File: config.mk
export PLATFORM = sky130hd
export DESIGN_NAME = output_level_mapper_with_kick
export DESIGN_NICKNAME = d
export VERILOG_FILES = /design/src/hdl/lmk_pkg.sv /design/src/hdl/lmk_state.sv /design/src/hdl/lmk_report.sv /design/src/hdl/output_level_mapper_with_kick.sv
export SDC_FILE = /design/constraint.sdc
export NUM_CORES = 1
export LEC_CHECK = 0
export ABC_CLOCK_PERIOD_IN_PS = 10800
export BUFFER_PORTS_ARGS = -buffer_cell sky130_fd_sc_hd__buf_2
export CAP_MARGIN = 20
export CORE_MARGIN = 1
export CORE_UTILIZATION = 25
export CTS_CLUSTER_DIAMETER = 150
export CTS_CLUSTER_SIZE = 8
export DETAILED_ROUTE_END_ITERATION = 6
export GPL_TIMING_DRIVEN = 0
export HOLD_SLACK_MARGIN = 0.06
export PLACE_DENSITY = 0.52
export SYNTH_ARGS = -nofsm -noshare
export SYNTH_HDL_FRONTEND = slang
export SYNTH_HIERARCHICAL = 1
export SYNTH_SLANG_ARGS = --single-unit
File: constraint.sdc
create_clock -name clk -period 10.8 [get_ports clk]
set_clock_uncertainty 0.2 [all_clocks]
set_input_delay 0.54 -clock clk [delete_from_list [all_inputs] [get_ports clk]]
set_output_delay 0.54 -clock clk [all_outputs]
set_load 0.05 [all_outputs]
File: src/hdl/lmk_pkg.sv
// shared types, constants and helpers for the output level mapper with kick
// no dependencies
package lmk_pkg;

  localparam int LEVEL_FRACTION_BITS = 10;
  localparam int DUTY_BITS = 10;

  localparam int LEVEL_W = LEVEL_FRACTION_BITS + 1;
  localparam int RAW_W = 12;
  localparam int KICK_W = 16;
  localparam int KIND_W = 2;
  localparam int ORDER_W = 6;
  localparam int SEL_W = 2;
  localparam int OP_W = 2;
  localparam int BYTE_W = 8;
  localparam int NUM_W = 2 * LEVEL_FRACTION_BITS + 1;
  localparam int PROD_W = NUM_W + DUTY_BITS + 2;
  localparam int BYTE_PROD_W = LEVEL_W + 10;
  localparam int CLAMP_W = (LEVEL_W > RAW_W) ? LEVEL_W : RAW_W;

  localparam int CFG_INDEX_W = 3;
  localparam int CFG_DATA_W = 16;

  localparam int IN_FIELDS_W = 3 * RAW_W;
  localparam int IN_TDATA_W = ((IN_FIELDS_W + 7) / 8) * 8;
  localparam int OUT_FIELDS_W = DUTY_BITS + 3 * BYTE_W + 2;
  localparam int OUT_TDATA_W = ((OUT_FIELDS_W + 7) / 8) * 8;

  localparam logic [LEVEL_W-1:0] LEVEL_ONE = LEVEL_W'(1) << LEVEL_FRACTION_BITS;
  localparam logic [LEVEL_W-1:0] LEVEL_HALF = LEVEL_W'(1) << (LEVEL_FRACTION_BITS - 1);

  typedef enum logic [OP_W-1:0] {
    OP_SET  = 2'd0,
    OP_TICK = 2'd1,
    OP_SAFE = 2'd2
  } op_t;

  typedef enum logic [KIND_W-1:0] {
    KIND_PWM   = 2'd0,
    KIND_STRIP = 2'd1,
    KIND_RELAY = 2'd2
  } kind_t;

  typedef enum logic [CFG_INDEX_W-1:0] {
    REG_DEVICE_KIND   = 3'd0,
    REG_DUTY_FLOOR    = 3'd1,
    REG_KICK_TICKS    = 3'd2,
    REG_SAFE_LEVEL    = 3'd3,
    REG_PIN_POLARITY  = 3'd4,
    REG_CHANNEL_ORDER = 3'd5
  } cfg_reg_t;

  typedef struct packed {
    logic [KIND_W-1:0]  device_kind;
    logic [LEVEL_W-1:0] duty_floor;
    logic [KICK_W-1:0]  kick_ticks;
    logic [LEVEL_W-1:0] safe_level;
    logic               pin_polarity;
    logic [ORDER_W-1:0] channel_order;
  } cfg_t;

  typedef struct packed {
    logic [LEVEL_W-1:0] held_a;
    logic [LEVEL_W-1:0] held_b;
    logic [LEVEL_W-1:0] held_c;
    logic               kicking;
  } view_t;

  typedef struct packed {
    logic               kick_active;
    logic               relay_pin;
    logic [BYTE_W-1:0]  blue_out;
    logic [BYTE_W-1:0]  green_out;
    logic [BYTE_W-1:0]  red_out;
    logic [DUTY_BITS-1:0] pwm_duty;
  } result_t;

  // negative levels go to zero, anything above one is limited to one
  function automatic logic [LEVEL_W-1:0] clamp_level(input logic [RAW_W-1:0] raw);
    logic [CLAMP_W-1:0] wide;
    logic [CLAMP_W-1:0] one_wide;
    wide = CLAMP_W'(raw[RAW_W-2:0]);
    one_wide = CLAMP_W'(LEVEL_ONE);
    if (raw[RAW_W-1]) begin
      clamp_level = '0;
    end else if (wide > one_wide) begin
      clamp_level = LEVEL_ONE;
    end else begin
      clamp_level = wide[LEVEL_W-1:0];
    end
  endfunction

endpackage

File: src/hdl/lmk_state.sv
// held levels, previous level and kick counter, updated per input transaction
// depends on lmk_pkg
module lmk_state (
  input  logic                          clk,
  input  logic                          rst,
  input  logic                          accept,
  input  logic [lmk_pkg::OP_W-1:0]      op,
  input  logic [lmk_pkg::RAW_W-1:0]     level_a,
  input  logic [lmk_pkg::RAW_W-1:0]     level_b,
  input  logic [lmk_pkg::RAW_W-1:0]     level_c,
  input  lmk_pkg::cfg_t                 cfg,
  output lmk_pkg::view_t                view_next
);

  logic [lmk_pkg::LEVEL_W-1:0] held_a, held_b, held_c;
  logic [lmk_pkg::LEVEL_W-1:0] held_a_next, held_b_next, held_c_next;
  logic [lmk_pkg::LEVEL_W-1:0] previous_level, previous_level_next;
  logic [lmk_pkg::KICK_W-1:0]  kick_remaining, kick_remaining_next;
  logic                        apply;

  always_comb begin
    held_a_next = held_a;
    held_b_next = held_b;
    held_c_next = held_c;
    previous_level_next = previous_level;
    kick_remaining_next = kick_remaining;
    apply = 1'b0;
    case (op)
      lmk_pkg::OP_SET: begin
        held_a_next = lmk_pkg::clamp_level(level_a);
        held_b_next = lmk_pkg::clamp_level(level_b);
        held_c_next = lmk_pkg::clamp_level(level_c);
        apply = 1'b1;
      end
      lmk_pkg::OP_TICK: begin
        if (kick_remaining != '0) begin
          kick_remaining_next = kick_remaining - lmk_pkg::KICK_W'(1);
        end
      end
      lmk_pkg::OP_SAFE: begin
        held_a_next = '0;
        held_b_next = '0;
        held_c_next = '0;
        if (cfg.device_kind != lmk_pkg::KIND_STRIP) begin
          held_a_next = (cfg.safe_level > lmk_pkg::LEVEL_ONE) ?
                        lmk_pkg::LEVEL_ONE : cfg.safe_level;
        end
        apply = 1'b1;
      end
      default: begin
      end
    endcase
    // kick logic only for the dimmed kind
    if (apply && (cfg.device_kind == lmk_pkg::KIND_PWM)) begin
      if ((held_a_next != '0) && (cfg.kick_ticks != '0) && (previous_level == '0)) begin
        kick_remaining_next = cfg.kick_ticks;
      end
      if (held_a_next == '0) begin
        kick_remaining_next = '0;
      end
      previous_level_next = held_a_next;
    end
  end

  always_ff @(posedge clk) begin
    if (rst) begin
      held_a <= '0;
      held_b <= '0;
      held_c <= '0;
      previous_level <= '0;
      kick_remaining <= '0;
    end else if (accept) begin
      held_a <= held_a_next;
      held_b <= held_b_next;
      held_c <= held_c_next;
      previous_level <= previous_level_next;
      kick_remaining <= kick_remaining_next;
    end
  end

  assign view_next.held_a = held_a_next;
  assign view_next.held_b = held_b_next;
  assign view_next.held_c = held_c_next;
  assign view_next.kicking = (kick_remaining_next != '0);

endmodule

File: src/hdl/lmk_report.sv
// drive values for the configured kind from the levels after a transaction
// depends on lmk_pkg
module lmk_report (
  input  lmk_pkg::cfg_t    cfg,
  input  lmk_pkg::view_t   view,
  output lmk_pkg::result_t result
);

  logic [lmk_pkg::LEVEL_W-1:0]     span;
  logic [2*lmk_pkg::LEVEL_W-1:0]   lifted;
  logic [lmk_pkg::NUM_W-1:0]       num;
  logic [lmk_pkg::PROD_W-1:0]      scaled;
  logic [lmk_pkg::PROD_W-1:0]      rounded;
  logic [lmk_pkg::DUTY_BITS-1:0]   duty;
  logic [lmk_pkg::BYTE_W-1:0]      byte_a, byte_b, byte_c;
  logic [lmk_pkg::SEL_W-1:0]       sel_r, sel_g, sel_b;
  logic                            order_ok;

  // round(level * 255 / one)
  function automatic logic [lmk_pkg::BYTE_W-1:0] byte_of(
    input logic [lmk_pkg::LEVEL_W-1:0] lvl
  );
    logic [lmk_pkg::BYTE_PROD_W-1:0] p;
    p = (lmk_pkg::BYTE_PROD_W'(lvl) << 9) - (lmk_pkg::BYTE_PROD_W'(lvl) << 1)
        + lmk_pkg::BYTE_PROD_W'(lmk_pkg::LEVEL_ONE);
    byte_of = lmk_pkg::BYTE_W'(p >> (lmk_pkg::LEVEL_FRACTION_BITS + 1));
  endfunction

  function automatic logic [lmk_pkg::BYTE_W-1:0] pick(
    input logic [lmk_pkg::SEL_W-1:0] s,
    input logic [lmk_pkg::BYTE_W-1:0] a,
    input logic [lmk_pkg::BYTE_W-1:0] b,
    input logic [lmk_pkg::BYTE_W-1:0] c
  );
    case (s)
      2'd0: pick = a;
      2'd1: pick = b;
      default: pick = c;
    endcase
  endfunction

  always_comb begin
    span = lmk_pkg::LEVEL_ONE - cfg.duty_floor;
    lifted = view.held_a * span;
    if (view.kicking || (cfg.duty_floor >= lmk_pkg::LEVEL_ONE)) begin
      num = lmk_pkg::NUM_W'(1) << (2 * lmk_pkg::LEVEL_FRACTION_BITS);
    end else begin
      num = (lmk_pkg::NUM_W'(cfg.duty_floor) << lmk_pkg::LEVEL_FRACTION_BITS)
            + lmk_pkg::NUM_W'(lifted);
    end
    // num * 2 * (2^duty_bits - 1) by shift and subtract
    scaled = (lmk_pkg::PROD_W'(num) << (lmk_pkg::DUTY_BITS + 1))
             - (lmk_pkg::PROD_W'(num) << 1);
    rounded = (scaled + (lmk_pkg::PROD_W'(1) << (2 * lmk_pkg::LEVEL_FRACTION_BITS)))
              >> (2 * lmk_pkg::LEVEL_FRACTION_BITS + 1);
    duty = (view.held_a == '0) ? '0 : rounded[lmk_pkg::DUTY_BITS-1:0];
  end

  always_comb begin
    byte_a = byte_of(view.held_a);
    byte_b = byte_of(view.held_b);
    byte_c = byte_of(view.held_c);
    sel_r = cfg.channel_order[1:0];
    sel_g = cfg.channel_order[3:2];
    sel_b = cfg.channel_order[5:4];
    order_ok = (sel_r != 2'd3) && (sel_g != 2'd3) && (sel_b != 2'd3) &&
               (sel_r != sel_g) && (sel_r != sel_b) && (sel_g != sel_b);
    if (!order_ok) begin
      sel_r = 2'd0;
      sel_g = 2'd1;
      sel_b = 2'd2;
    end
  end

  always_comb begin
    result = '0;
    case (cfg.device_kind)
      lmk_pkg::KIND_PWM: begin
        result.pwm_duty = duty;
        result.kick_active = view.kicking;
      end
      lmk_pkg::KIND_STRIP: begin
        result.red_out = pick(sel_r, byte_a, byte_b, byte_c);
        result.green_out = pick(sel_g, byte_a, byte_b, byte_c);
        result.blue_out = pick(sel_b, byte_a, byte_b, byte_c);
      end
      lmk_pkg::KIND_RELAY: begin
        result.relay_pin = ((view.held_a >= lmk_pkg::LEVEL_HALF) == cfg.pin_polarity);
      end
      default: begin
      end
    endcase
  end

endmodule

File: src/hdl/output_level_mapper_with_kick.sv
// top level: configuration registers, state update, result mapping and output register
// depends on lmk_pkg, lmk_state, lmk_report
//
// One input transaction (set levels, millisecond tick or safe) is taken per clock
// and gives exactly one result transaction, registered in the following cycle. The state
// update and the duty, byte and relay mapping are one pass of logic in front of the
// output register, so the sustained rate is one item per cycle; the input is held
// off only while a result sits in the output register and the downstream side
// does not take it. Configuration writes are always accepted and take effect on
// the next input transaction.
module output_level_mapper_with_kick (
  input  logic                               clk,
  input  logic                               rst,
  input  logic                               s_axis_tvalid,
  output logic                               s_axis_tready,
  // level_a, level_b, level_c from bit 0, zero filled
  input  logic [lmk_pkg::IN_TDATA_W-1:0]     s_axis_tdata,
  // op
  input  logic [lmk_pkg::OP_W-1:0]           s_axis_tuser,
  output logic                               m_axis_tvalid,
  input  logic                               m_axis_tready,
  // pwm_duty, red_out, green_out, blue_out, relay_pin, kick_active from bit 0
  output logic [lmk_pkg::OUT_TDATA_W-1:0]    m_axis_tdata,
  input  logic                               cfg_valid,
  output logic                               cfg_ready,
  input  logic [lmk_pkg::CFG_INDEX_W-1:0]    cfg_index,
  input  logic [lmk_pkg::CFG_DATA_W-1:0]     cfg_data
);

  lmk_pkg::cfg_t    cfg;
  lmk_pkg::view_t   view_next;
  lmk_pkg::result_t result;
  logic             accept;

  assign cfg_ready = 1'b1;

  always_ff @(posedge clk) begin
    if (rst) begin
      cfg.device_kind <= lmk_pkg::KIND_PWM;
      cfg.duty_floor <= '0;
      cfg.kick_ticks <= '0;
      cfg.safe_level <= '0;
      cfg.pin_polarity <= 1'b1;
      cfg.channel_order <= lmk_pkg::ORDER_W'(36);
    end else if (cfg_valid) begin
      case (cfg_index)
        lmk_pkg::REG_DEVICE_KIND:   cfg.device_kind <= cfg_data[lmk_pkg::KIND_W-1:0];
        lmk_pkg::REG_DUTY_FLOOR:    cfg.duty_floor <= cfg_data[lmk_pkg::LEVEL_W-1:0];
        lmk_pkg::REG_KICK_TICKS:    cfg.kick_ticks <= cfg_data[lmk_pkg::KICK_W-1:0];
        lmk_pkg::REG_SAFE_LEVEL:    cfg.safe_level <= cfg_data[lmk_pkg::LEVEL_W-1:0];
        lmk_pkg::REG_PIN_POLARITY:  cfg.pin_polarity <= cfg_data[0];
        lmk_pkg::REG_CHANNEL_ORDER: cfg.channel_order <= cfg_data[lmk_pkg::ORDER_W-1:0];
        default: begin
        end
      endcase
    end
  end

  assign s_axis_tready = !m_axis_tvalid || m_axis_tready;
  assign accept = s_axis_tvalid && s_axis_tready;

  lmk_state u_state (
    .clk       (clk),
    .rst       (rst),
    .accept    (accept),
    .op        (s_axis_tuser),
    .level_a   (s_axis_tdata[lmk_pkg::RAW_W-1:0]),
    .level_b   (s_axis_tdata[2*lmk_pkg::RAW_W-1:lmk_pkg::RAW_W]),
    .level_c   (s_axis_tdata[3*lmk_pkg::RAW_W-1:2*lmk_pkg::RAW_W]),
    .cfg       (cfg),
    .view_next (view_next)
  );

  lmk_report u_report (
    .cfg    (cfg),
    .view   (view_next),
    .result (result)
  );

  always_ff @(posedge clk) begin
    if (rst) begin
      m_axis_tvalid <= 1'b0;
    end else if (accept) begin
      m_axis_tvalid <= 1'b1;
    end else if (m_axis_tready) begin
      m_axis_tvalid <= 1'b0;
    end
  end

  always_ff @(posedge clk) begin
    if (accept) begin
      m_axis_tdata <= lmk_pkg::OUT_TDATA_W'(result);
    end
  end

endmodule
==> results of run 1 <==
metal layers:
layer  global-route usage  wire length (µm)
met1                0.205             20200
met2                0.237             18400
met3               0.0258              2090
met4               0.0311               432
met5                    0                 0
critical path: cells and delay by family, from the launching register on:
kind / cells / cell delay, ns
muxes: 2 / 0.51
adders and majority gates: 9 / 3.81
AOI/OAI and AO/OA: 9 / 2.44
xor gates and xnor gates: 1 / 0.31
and+or+nand+nor: 6 / 1.13
DFF: 1 / 0.58
buffers and inverters: 5 / 0.96
power by group through the flow:
stage          logic [µW]  registers (µW)  clock network (µW)
6_report              665             613                 604
4_1_cts               665             614                 619
5_1_grt               738             617                 643
2_1_floorplan         427             680                   0
3_3_place_gp          653             626                   0
3_5_place_dp          660             626                   0
sequential cells by signal, summed over array words and instances (netlist names):
| signal | cells |
|---|---|
| m_axis_tvalid | 1 |
| u_state/kick_remaining | 16 |
| m_axis_tdata | 36 |
| u_state/held_c | 11 |
| u_state/held_b | 11 |
| u_state/held_a | 11 |
| u_state/previous_level | 11 |
| cfg | 47 |
final cells by class:
cell class	count	area share
multi-input cells	1199	0.603
flip-flops and latches	144	0.200
plain buffers	77	0.0215
diodes	1	0.000154
repair buffers	99	0.0314
clock inverters	15	0.0101
clock buffers	17	0.0262
inverters	216	0.0499
well taps	748	0.0576
cells in the final DEF, fill, tap and decap left out, types with 17 or more instances in the layout:
cell | Yosys | routed
a211oi_1 | 41 | 41
a21oi_1 | 46 | 46
a22o_1 | 27 | 27
and2_1 | 59 | 58
buf_2 | 5 | 103
clkbuf_1 | 56 | 55
clkbuf_16 | 0 | 17
dfxtp_1 | 108 | 107
edfxtp_1 | 36 | 36
fa_1 | 90 | 90
ha_1 | 136 | 136
inv_1 | 215 | 215
mux2i_1 | 75 | 74
nand2_1 | 112 | 112
nand2b_1 | 77 | 77
nand3_1 | 17 | 17
nor2_1 | 144 | 144
nor3_1 | 43 | 43
nor4_1 | 23 | 23
o21ai_0 | 24 | 24
xnor2_1 | 43 | 43
xor2_1 | 18 | 17
cell families (layout without fill, tap and decap cells):
group	count (synthesis)	after routing
AND/OR/NAND/NOR	576	576
buffers and inverters	293	424
AO/OA/AOI/OAI	252	252
adder cells (fa/ha/maj)	226	226
flip-flops	144	144
multiplexers	78	78
XOR/XNOR	62	62
other	2	6
what timing repair did:
action                                  CTS  global route
hold buffers                              0             0
endpoints found under the setup margin    0             3
resized for setup                         0             5
worst max-delay path by stage:
stage	depth (start not counted)	to	slack [ns]	from
3_5_place_dp	34	m_axis_tdata[9]$_DFFE_PP_	0.32	s_axis_tuser[0]
5_1_grt	34	m_axis_tdata[9]$_DFFE_PP_	0.03	cfg[34]$_SDFFE_PP0P_
2_1_floorplan	33	m_axis_tdata[8]$_DFFE_PP_	2.08	s_axis_tuser[0]
3_3_place_gp	34	m_axis_tdata[8]$_DFFE_PP_	0.42	s_axis_tuser[0]
6_report	32	m_axis_tdata[9]$_DFFE_PP_	0.67	cfg[34]$_SDFFE_PP0P_
4_1_cts	32	m_axis_tdata[9]$_DFFE_PP_	0.41	cfg[34]$_SDFFE_PP0P_
per-stage QoR:
step / instance area [µm²] / cells / setup WS, ns
2_1_floorplan: 14200 / 1636 / 2.08
3_3_place_gp: 15600 / 2482 / 0.417
3_5_place_dp: 15600 / 2483 / 0.315
4_1_cts: 16200 / 2515 / 0.415
5_1_grt: 16200 / 2515 / 0.0314
6_report: 16200 / 2516 / 0.675
==> results_dict.tcl, run 1 <==
set metrics [dict create \
    nets 2046 \
    area_growth_syn_to_layout_pct 14.6 \
    pin_count 109 \
    ys_warn_count 6 \
    drt_pass1_iterations 5 \
    critical_path_arrival_ns 10.23 \
    drc 0 \
    insertion_delay_ns 0.46 \
    synthSimpleGateAreaFrac 0.215 \
    grt_pass1_wl_mm 66.2 \
    vias_per_cell 4.78 \
    hold_start "s_axis_tvalid" \
    slowest_delay_ns 0.58 \
    holdWs_ns 0.126 \
    dp_hpwl_mm 33.5 \
    cts_root_buf "clkbuf_16" \
    irDropWorstVdd_mv 0.118 \
    p_sw_frac 0.385 \
    synthTopCellsByCount "inv_1 (215), nor2_1 (144), ha_1 (136), nand2_1 (112), dfxtp_1 (108)" \
    coreArea_um2 55500 \
    rsz0062_at_grt "no" \
    synth.most_common_cell "inv_1" \
    htree_num_levels 4 \
    fmax_ghz 0.0988 \
    combinationalPowerShare 0.353 \
    via_count 12000 \
    crit_path_frequent_cell "fa_1" \
    hp-class "primary input to register" \
    p_sw_uw 724 \
    p_total_uw 1880 \
    status "complete, no violations" \
    ys_seq_area_frac 0.229 \
    r2r-start "cfg[34]$_SDFFE_PP0P_" \
    start_util 0.255 \
    slew_viol_final 0 \
    synth_compound_area_frac 0.133 \
    end_kind "register" \
    ant_nets 0 \
    synth_edf_count 36 \
    synth_top_family_by_area "adder cells" \
    hold_path_depth 3 \
    cts_max_path_buffers 2 \
    grt_antenna_before_repair 0 \
    muxShareOfSynthArea 0.0553 \
    register_area_um2 3240 \
    synth.distinct_cells 107 \
    rows 86 \
    synth_flop_cell "dfxtp_1" \
    yosys-top-cells-area "dfxtp_1 (15%), fa_1 (13%), ha_1 (12%)" \
    cts_buffers 17 \
    tightest_slew_ns 0.913 \
    wl_per_cell_um 16.3 \
    setup_viol 0 \
    slew_headroom 0.383 \
    grt_pass1_vias 12100 \
    die_h_um 240 \
    finalWirelength_mm 41.1 \
    synthArstFlopShare 0 \
    fin_crit_sh 0.938 \
    yosys.area_share.xor_xnor 0.0388 \
    syn_avg_cell_area_um2 8.68 \
    die_area_um2 57700 \
    fin_crit_ns 10.13 \
    clkTransAtPathRegs_ns 0.07 \
    final_util 0.293 \
    hold_viol 0 \
    drive_gt1_frac 0.106 \
    synth_cells 1633 \
    clkPwrFrac 0.321 \
    grt_overflow_total 0 \
    critPathKind "register to register" \
    p_per_area_nw_per_um2 116 \
    cp_max_fo 10 \
    syn-cell-area_um2 14200 \
    synth_adder_area_share 0.247 \
    finalSetupTns_ns 0 \
    rr_worst_depth 32 \
    n_fill_cell 5977 \
    synth.ff_latch_count 144 \
    pwr-share-seq 0.326 \
    multi_input_area_um2 9800 \
    post_cts_buffers 0 \
    port_buffers 98 \
    startpoint_type "register" \
    cellLeakagePower_uw 0.00724 \
    die_w_um 240 \
    critPathSlowestCell "dfxtp_1" \
    gp_congestion 0.898 \
    cp.required_ns 10.90 \
    grt_max_degree 37 \
    numClockSinks 144 \
    gr-usage-all-layers 0.147 \
    synth_top_cell_area_share 0.152 \
    p_int_uw 1160 \
    hold_end "m_axis_tvalid$_SDFFE_PP0P_" \
    yosysTopAreaCell "dfxtp_1" \
    drtIter0Drc 760 \
    r2r-end "m_axis_tdata[9]$_DFFE_PP_" \
    cap_violations 0 \
    cts_tree "built" \
    ff2ff_setup_slack_ns 0.67 \
]
(Power assumes the default switching activity.)
==> run 2, diff against run 1 <==
--- a/config.mk
+++ b/config.mk
@@ -5,7 +5,7 @@
 export SDC_FILE = /design/constraint.sdc
 export NUM_CORES = 1
 export LEC_CHECK = 0
-export ABC_CLOCK_PERIOD_IN_PS = 10800
+export ABC_CLOCK_PERIOD_IN_PS = 9300
 export BUFFER_PORTS_ARGS = -buffer_cell sky130_fd_sc_hd__buf_2
 export CAP_MARGIN = 20
 export CORE_MARGIN = 1
@@ -15,7 +15,7 @@
 export DETAILED_ROUTE_END_ITERATION = 6
 export GPL_TIMING_DRIVEN = 0
 export HOLD_SLACK_MARGIN = 0.06
-export PLACE_DENSITY = 0.52
+export PLACE_DENSITY = 0.53
 export SYNTH_ARGS = -nofsm -noshare
 export SYNTH_HDL_FRONTEND = slang
 export SYNTH_HIERARCHICAL = 1
==> constraint.sdc (replaced) <==
create_clock -name clk -period 9.3 [get_ports clk]
set_clock_uncertainty 0.2 [all_clocks]
set_input_delay 0.465 -clock clk [delete_from_list [all_inputs] [get_ports clk]]
set_output_delay 0.465 -clock clk [all_outputs]
set_load 0.05 [all_outputs]
==> results_dict.tcl, run 2 (synthesis gave the netlist of run 1 again) <==
set metrics [dict create \
    cp_max_fo 7 \
    gr-usage-all-layers 0.149 \
    fin_crit_sh 0.966 \
    slowest_delay_ns 0.52 \
    end_kind "register" \
    startpoint_type "register" \
    grt_antenna_before_repair 6 \
    largest_reg_flops 47 \
    hp-class "primary input to register" \
    grt_pass1_vias 12100 \
    wl_per_cell_um 16.5 \
    dp_hpwl_mm 33.6 \
    r2r-start "cfg[17]$_SDFFE_PP0P_" \
    grt_overflow_total 0 \
    pin_count 109 \
    n_fill_cell 5902 \
    drtIter0Drc 799 \
    fin_ws_ns 0.319 \
    fin_crit_ns 8.98 \
    cellLeakagePower_uw 0.00749 \
    slew_headroom 0.359 \
    area_growth_syn_to_layout_pct 19.3 \
    clkTransAtPathRegs_ns 0.07 \
    die_area_um2 57700 \
    die_w_um 240 \
    drt_pass1_iterations 6 \
    vias_per_cell 4.79 \
    holdWs_ns 0.0874 \
    r2r-end "m_axis_tdata[8]$_DFFE_PP_" \
    p_per_area_nw_per_um2 133 \
    hold_viol 0 \
    rr_worst_depth 32 \
    fmax_ghz 0.111 \
    dp_slack_ns -1.12 \
    critPathSlowestCell "fa_1" \
    finalSetupTns_ns 0 \
    critical_path_arrival_ns 8.99 \
    status "complete, no violations" \
    finalWirelength_mm 42.3 \
    rows 86 \
    cts_root_buf "clkbuf_16" \
    ff2ff_setup_slack_ns 0.32 \
    die_h_um 240 \
    final_common_cell "inv_1" \
    gp_congestion 0.897 \
    cts_max_path_buffers 2 \
    critPathKind "register to register" \
    post_dp_cell_area_um2 15600 \
    numClockSinks 144 \
    reg_top3 "cfg: 47 flops, m_axis_tdata: 36 flops, u_state/kick_remaining: 16 flops" \
    slew_viol_final 0 \
    hold_path_depth 3 \
    grt_pass1_wl_mm 66.6 \
    htree_num_levels 4 \
    tightest_slew_ns 0.949 \
    grt_max_degree 36 \
    insertion_delay_ns 0.45 \
    crit_path_frequent_cell "fa_1" \
    start_util 0.255 \
    drive_gt1_frac 0.159 \
    endpoint "m_axis_tdata[8]$_DFFE_PP_" \
    ant_nets 0 \
    hold_start "cfg_data[15]" \
    cp-startpoint "cfg[17]$_SDFFE_PP0P_" \
    cts_tree "built" \
    drc 0 \
    irDropWorstVdd_mv 0.115 \
    final_area_um2 16900 \
    final_util 0.305 \
    via_count 12300 \
    coreArea_um2 55500 \
    cp.required_ns 9.30 \
    port_buffers 98 \
    mostFrequentLayoutCells "inv_1 (202), nor2_1 (141), ha_1 (131), nand2_1 (112)" \
    setup_viol 0 \
    cap_violations 0 \
    nets 2087 \
    cts_buffers 17 \
    regMostFlops "cfg" \
]
==> run 2: cell count changes in the layout (fill, tap and decap cells not counted), sizes merged <==
cell         before  now
clkinv            5    4
dlygate4sd3       0    1
clkbuf           73   62
bufinv            1    2
buf             120  171
inv             225  216
diode             1    2
clkinvlp          0    9
==> run 2: repair_timing <==
item / in CTS / in global routing
pin swaps: 7 / 18
hold endpoints to repair: 1 / 0
gates resized for setup: 23 / 77
buffers inserted: 13 / 33
cloned: 0 / 3
endpoints found under the setup margin: 10 / 10
hold buffers: 1 / 0
==> run 2: through the flow <==
step	cells	power (µW)
after detailed placement	2483	1490
after floorplan	1636	1290
after global routing	2558	2380
after CTS	2522	2230
final	2558	2250
after global placement	2482	1490
==> run 2: cell type report <==
cell class	instances	area (µm²)	share of cell area
inverter	216	838	0.0496
antenna	2	5.00	0.000296
multi-input combinational	1199	10000	0.592
timing repair buffer	147	902	0.0533
sequential	144	3260	0.192
tap	748	936	0.0553
timing repair inverter	2	10.0	0.000592
clock inverter	13	148	0.00873
clock buffer	19	454	0.0269
buffer	68	349	0.0206
==> run 2: critical path, delay by kind of cell, from the launching register on <==
kind | cells | cell delay [ns]
AO/OA/AOI/OAI | 9 | 2.27
XOR/XNOR | 1 | 0.17
adder cells (fa/ha/maj) | 8 | 3.19
buffers and inverters | 5 | 0.57
flip-flops | 1 | 0.37
multiplexers | 2 | 0.51
AND/OR/NAND/NOR | 7 | 1.44
==> run 2: where the power goes <==
part           internal (µW)  switching (µW)
Combinational            306             515
Sequential               687            24.9
Clock                    416             296
Total                   1410             836
==> run 2: metal layers <==
metal | routed length (µm) | global-route usage | vias to the layer above | part of all wire
li1 | - | - | 5921 | -
met1 | 20100 | 0.202 | 5979 | 0.48
met2 | 19500 | 0.242 | 317 | 0.46
met3 | 2120 | 0.0280 | 38 | 0.050
met4 | 500 | 0.0407 | 8 | 0.012
met5 | 49 | 0 | - | 0.0012
==> run 2: worst min-delay path by stage <==
stage,to,slack (ns)
finish,cfg[33]$_SDFFE_PP0P_,0.09
CTS,cfg[31]$_SDFFE_PP0P_,0.07
floorplan,cfg[29]$_SDFFE_PP0P_,0.25
detailed placement,u_state/held_a[4]$_SDFFE_PP0P_,0.28
global placement,u_state/held_a[4]$_SDFFE_PP0P_,0.27
global route,cfg[33]$_SDFFE_PP0P_,0.1
